<file path="src/rtl/imu_pkg.sv">
// Shared types, constants and tables for the tilt complementary filter.
// Used by the channel interfaces, the controller, the datapath and the top level.
`timescale 1ns / 1ps
package imu_pkg;

  localparam int RotationSteps = 16;
  localparam int StepW = $clog2(RotationSteps + 1);
  localparam int AccW = 34;
  localparam int CordW = 40;
  localparam int CfgIdxW = 3;
  localparam int CfgDataW = 17;

  localparam logic [CfgIdxW-1:0] REG_BLEND = 3'd0;
  localparam logic [CfgIdxW-1:0] REG_LEFT  = 3'd1;
  localparam logic [CfgIdxW-1:0] REG_RIGHT = 3'd2;
  localparam logic [CfgIdxW-1:0] REG_UP    = 3'd3;
  localparam logic [CfgIdxW-1:0] REG_DOWN  = 3'd4;

  localparam logic signed [AccW-1:0] QuarterTurn = 34'sd5898240;
  localparam logic signed [15:0] HalfTurn64 = 16'sd11520;

  typedef struct packed {
    logic signed [15:0] accel_x;
    logic signed [15:0] accel_y;
    logic signed [15:0] accel_z;
    logic signed [15:0] rate_x;
    logic signed [15:0] rate_y;
    logic signed [15:0] rate_z;
  } in_item_t;

  typedef struct packed {
    logic signed [15:0] roll_out;
    logic signed [15:0] pitch_out;
    logic signed [15:0] yaw_out;
    logic flag_left;
    logic flag_right;
    logic flag_up;
    logic flag_down;
  } out_item_t;

  // Commands from the controller to the datapath.
  typedef struct packed {
    logic load;       // capture input item, start square sum
    logic sqrt_init;  // start the root
    logic sqrt_step;  // one root bit
    logic cord_init;  // load CORDIC vector (sel chooses roll or pitch)
    logic cord_sel;   // 0 roll, 1 pitch
    logic cord_step;  // one CORDIC rotation
    logic cord_done;  // round the angle into roll or pitch
    logic gyro;       // scale the three rates
    logic blend_mul;  // filter products
    logic blend_fin;  // filter sum and saturation
    logic publish;    // write the result register
  } dp_cmd_t;

  function automatic logic signed [AccW-1:0] atan_entry(input logic [4:0] i);
    case (i)
      5'd0: atan_entry = 34'sd2949120;
      5'd1: atan_entry = 34'sd1740967;
      5'd2: atan_entry = 34'sd919879;
      5'd3: atan_entry = 34'sd466945;
      5'd4: atan_entry = 34'sd234379;
      5'd5: atan_entry = 34'sd117304;
      5'd6: atan_entry = 34'sd58666;
      5'd7: atan_entry = 34'sd29335;
      5'd8: atan_entry = 34'sd14668;
      5'd9: atan_entry = 34'sd7334;
      5'd10: atan_entry = 34'sd3667;
      5'd11: atan_entry = 34'sd1833;
      5'd12: atan_entry = 34'sd917;
      5'd13: atan_entry = 34'sd458;
      5'd14: atan_entry = 34'sd229;
      5'd15: atan_entry = 34'sd115;
      5'd16: atan_entry = 34'sd57;
      5'd17: atan_entry = 34'sd29;
      5'd18: atan_entry = 34'sd14;
      5'd19: atan_entry = 34'sd7;
      5'd20: atan_entry = 34'sd4;
      5'd21: atan_entry = 34'sd2;
      5'd22: atan_entry = 34'sd1;
      default: atan_entry = 34'sd0;
    endcase
  endfunction

endpackage

</file>
<file path="src/rtl/imu_ctrl.sv">
// Sequencer for the tilt filter: issues datapath commands step by step.
// Depends on imu_pkg.
`timescale 1ns / 1ps
module imu_ctrl import imu_pkg::*; (
  input  logic    clk,
  input  logic    rst,
  input  logic    in_valid,
  output logic    in_ready,
  input  logic    res_busy,
  output dp_cmd_t cmd,
  output logic [StepW-1:0] step
);

  typedef enum logic [3:0] {
    IDLE, SQ, SQRT, ROLL_INIT, ROLL_RUN, ROLL_END, PITCH_INIT, PITCH_RUN,
    PITCH_END, GYRO, MUL, FIN, PUB
  } state_t;

  state_t state;
  logic [4:0] cnt;

  assign in_ready = (state == IDLE);

  always_comb begin
    cmd = '0;
    cmd.load = (state == IDLE) && in_valid;
    cmd.sqrt_init = (state == SQ);
    cmd.sqrt_step = (state == SQRT);
    cmd.cord_init = (state == ROLL_INIT) || (state == PITCH_INIT);
    cmd.cord_sel = (state == PITCH_INIT) || (state == PITCH_RUN) || (state == PITCH_END);
    cmd.cord_step = (state == ROLL_RUN) || (state == PITCH_RUN);
    cmd.cord_done = (state == ROLL_END) || (state == PITCH_END);
    cmd.gyro = (state == GYRO);
    cmd.blend_mul = (state == MUL);
    cmd.blend_fin = (state == FIN);
    cmd.publish = (state == PUB) && !res_busy;
  end

  assign step = cnt[StepW-1:0];

  always_ff @(posedge clk) begin
    if (rst) begin
      state <= IDLE;
      cnt <= '0;
    end else begin
      case (state)
        IDLE: if (in_valid) state <= SQ;
        SQ: begin
          state <= SQRT;
          cnt <= '0;
        end
        // 24 root bits for a 48-bit radicand
        SQRT: begin
          if (cnt == 5'd23) state <= ROLL_INIT;
          cnt <= cnt + 5'd1;
        end
        ROLL_INIT: begin
          state <= ROLL_RUN;
          cnt <= '0;
        end
        ROLL_RUN: begin
          if (cnt == 5'(RotationSteps - 1)) state <= ROLL_END;
          cnt <= cnt + 5'd1;
        end
        ROLL_END: state <= PITCH_INIT;
        PITCH_INIT: begin
          state <= PITCH_RUN;
          cnt <= '0;
        end
        PITCH_RUN: begin
          if (cnt == 5'(RotationSteps - 1)) state <= PITCH_END;
          cnt <= cnt + 5'd1;
        end
        PITCH_END: state <= GYRO;
        GYRO: state <= MUL;
        MUL: state <= FIN;
        FIN: state <= PUB;
        PUB: if (!res_busy) state <= IDLE;
        default: state <= IDLE;
      endcase
    end
  end

endmodule

</file>
<file path="config.mk">
export PLATFORM = sky130hd
export DESIGN_NAME = imu_ctrl
export DESIGN_NICKNAME = d
export VERILOG_FILES = /design/src/rtl/imu_pkg.sv /design/src/rtl/imu_ctrl.sv
export SDC_FILE = /design/constraint.sdc
export NUM_CORES = 1
export LEC_CHECK = 0
export BUFFER_PORTS_ARGS = -buffer_cell sky130_fd_sc_hd__buf_4
export CAP_MARGIN = 20
export CORE_AREA = 2 2 39 41
export DETAILED_ROUTE_END_ITERATION = 7
export DIE_AREA = 0 0 41 43
export HOLD_SLACK_MARGIN = 0.15
export PLACE_DENSITY = 0.76
export SYNTH_ARGS = -nofsm -noshare
export SYNTH_HDL_FRONTEND = slang
export SYNTH_SLANG_ARGS = --single-unit
</file>
<file path="constraint.sdc">
create_clock -name clk -period 3.3 [get_ports clk]
set_clock_uncertainty 0.2 [all_clocks]
set_input_delay 0.66 -clock clk [delete_from_list [all_inputs] [get_ports clk]]
set_output_delay 0.66 -clock clk [all_outputs]
set_load 0.01 [all_outputs]
</file>
==> out/metrics.yaml <==
synthXorXnorAreaFrac: 0.0278
synth.mux.area_fraction: 0.0317
reg2reg_to: "state[0]$_SDFFE_PP0P_"
ant_nets: 0
power.density_nw_per_um2: 676
synth_top_family_by_area: "simple AND/OR/NAND/NOR gates"
hold_buffers: 0
synth_fa_ha_area_frac: 0.0397
first_iter_violations: 13
reg2reg_slack_ns: 1.38
synth_area_per_cell_um2: 7.33
synth-seq-cells: 9
cts_sinks: 9
worstSetupEndpointType: "primary output"
yosysMostFrequentCell: "nand2_1"
yosysSeqAreaShare: 0.286
die_h_um: 43
synth_area_leader_cell: "dfxtp_1"
root_buffer: "clkbuf_4"
clock_path_buffers: 2
netlist.area_leader.share: 0.286
setup_ws_ns: 0.903
synthDistinctLibCells: 34
synthTopCellsByCount: "nand2_1, nor2_1, dfxtp_1, nand2b_1"
synth-compound-area-share: 0.179
nets: 111
crit_fanout: 18
cts_made_buffers: 3
whs_ns: 0.351
dieArea_um2: 1760
drt_first_pass_iters: 5
period_needed_ns: 2.40
crit-reg2reg-launch: "state[1]$_SDFFE_PP0P_"
fin_crit_sh: 0.726
viasPerCell: 5.71
maxSlewViolCount: 0
synth.area.top_cells: "dfxtp_1, nand2_1, nor2_1"
crit_path_start_kind: "flip-flop"
post_cts.repair.setup_buffers: 0
finalSetupTns_ns: 0
drive_gt1_frac: 0.250
r2r_cells: 4
synth-simple-area-share: 0.375
core_area_um2: 1380
maxSlewHeadroom: 0.617
track_usage: 0.193
initial_core_util: 0.456
synth_edf_count: 0
async_reset_ff_frac: 0
max_clock_freq_mhz: 417
postPlaceCellArea_um2: 773
grt_pass1_wl_mm: 2.33
dp_hpwl_mm: 1.06
cp.arrival_ns: 1.54
antenna_found_initial: 0
grt_overflow_total: 0
final_hold_viol_count: 0
hold_depth: 2
drc: 0
hp-start: "step[3]$_SDFFE_PP0P_"
die_width_um: 41
grt_max_degree: 19
ir_worst_vdd_mv: 0.313
netlist_instances: 86
area_growth_pct: 27.0
num_rows: 14
routed_wirelength_mm: 1.48
wl_per_cell_um: 12.4
insertion_delay_ns: 0.27
htree_levels: 1
setup_viol: 0
p_leak_nw: 0.343
hold_end: "step[3]$_SDFFE_PP0P_"
ys_warn_count: 0
status: "finished, final reports clean"
worst_pin_slew_ns: 0.573
final_area_um2: 801
netlist_area_um2: 631
portBuffers: 20
rsz0062_at_grt: "no"
synth_fp_nets: 92
io_pins: 21
diodes: 0
num_vias: 685
cap_violations: 0
synthFlopType: "dfxtp_1"
clkTransAtPathRegs_ns: 0.07
path_class: "flip-flop to primary output"
worst_hold_path_type: "flip-flop to flip-flop"
grt_pass1_vias: 548
gp_congestion: 0.730
cts_tree: "yes"
post_cts_resized: 0
place_ws_ns: 1.19
critPathRequiredTime_ns: 2.44
finalPower_w: 0.000541
==> routing by layer <==
layer  part of all wire  global-route usage  vias to the layer above
li1                   -                   -                      343
met1               0.46               0.258                      310
met2               0.45               0.272                       28
met3              0.072              0.0157                        4
met4              0.018               0.147                        0
met5                  0                   0                        -
==> power by group <==
group | leakage, nW | total [W] | internal, W | switching (W)
logic | 0.252 | 0.000259 | 0.000126 | 0.000132
registers | 0.0733 | 0.000194 | 0.000130 | 0.0000645
clock network | 0.0177 | 0.0000878 | 0.0000448 | 0.0000430
total | 0.343 | 0.000541 | 0.000301 | 0.000240
==> final cells by class <==
cell class,count,area [um^2]
fill,132,583
multi-input combinational,68,412
sequential,9,180
timing repair buffer,20,150
clock buffer,3,22.5
tap,16,20.0
inverter,3,11.3
clock inverter,1,5.00
==> worst max path at each step <==
| stage | startpoint | endpoint |
|---|---|---|
| global placement | state[3]$_SDFFE_PP0P_ | cmd[4] |
| CTS | state[3]$_SDFFE_PP0P_ | cmd[4] |
| floorplan | state[3]$_SDFFE_PP0P_ | cmd[10] |
| finish | state[0]$_SDFFE_PP0P_ | cmd[7] |
| global route | state[3]$_SDFFE_PP0P_ | cmd[4] |
| detailed placement | state[3]$_SDFFE_PP0P_ | cmd[4] |
==> worst max-delay path, stage by stage (launching register included) <==
cell	delay [ns]
dfxtp_1	0.69
xnor2_1	0.19
nor3_1	0.22
buf_4	0.17
==> cell usage in the layout, fill, tap and decap left out, types with 2 or more instances in the layout <==
cell type and n:
a21o_1 2, inv_1 2, buf_4 20, clkbuf_4 3
o31ai_1 2, a21oi_1 4, nand3_1 2, a31oi_1 2
nand2b_1 5, nor2_1 10, nor3_1 4, a22oi_1 2
nand3b_1 3, nor4_1 2, nand2_1 12, dfxtp_1 9
mux2i_1 2, ha_1 2
==> cell families after synthesis <==
group                      after synthesis
muxes                                    2
AOI/OAI and AO/OA                       16
adders and majority gates                2
DFF                                      9
xor gates and xnor gates                 2
and+or+nand+nor                         46
buffers and inverters                    9
==> state kept, by name (all words and copies together), names as in the netlist <==
register,cells
step,5
state,4
==> stage by stage <==
stage / instances / util
after floorplan: 86 / -
after global placement: 116 / 0.559
after detailed placement: 116 / 0.559
after CTS: 120 / 0.579
after global routing: 120 / 0.579
final: 120 / 0.579
Power figures use the tool's default switching activity.
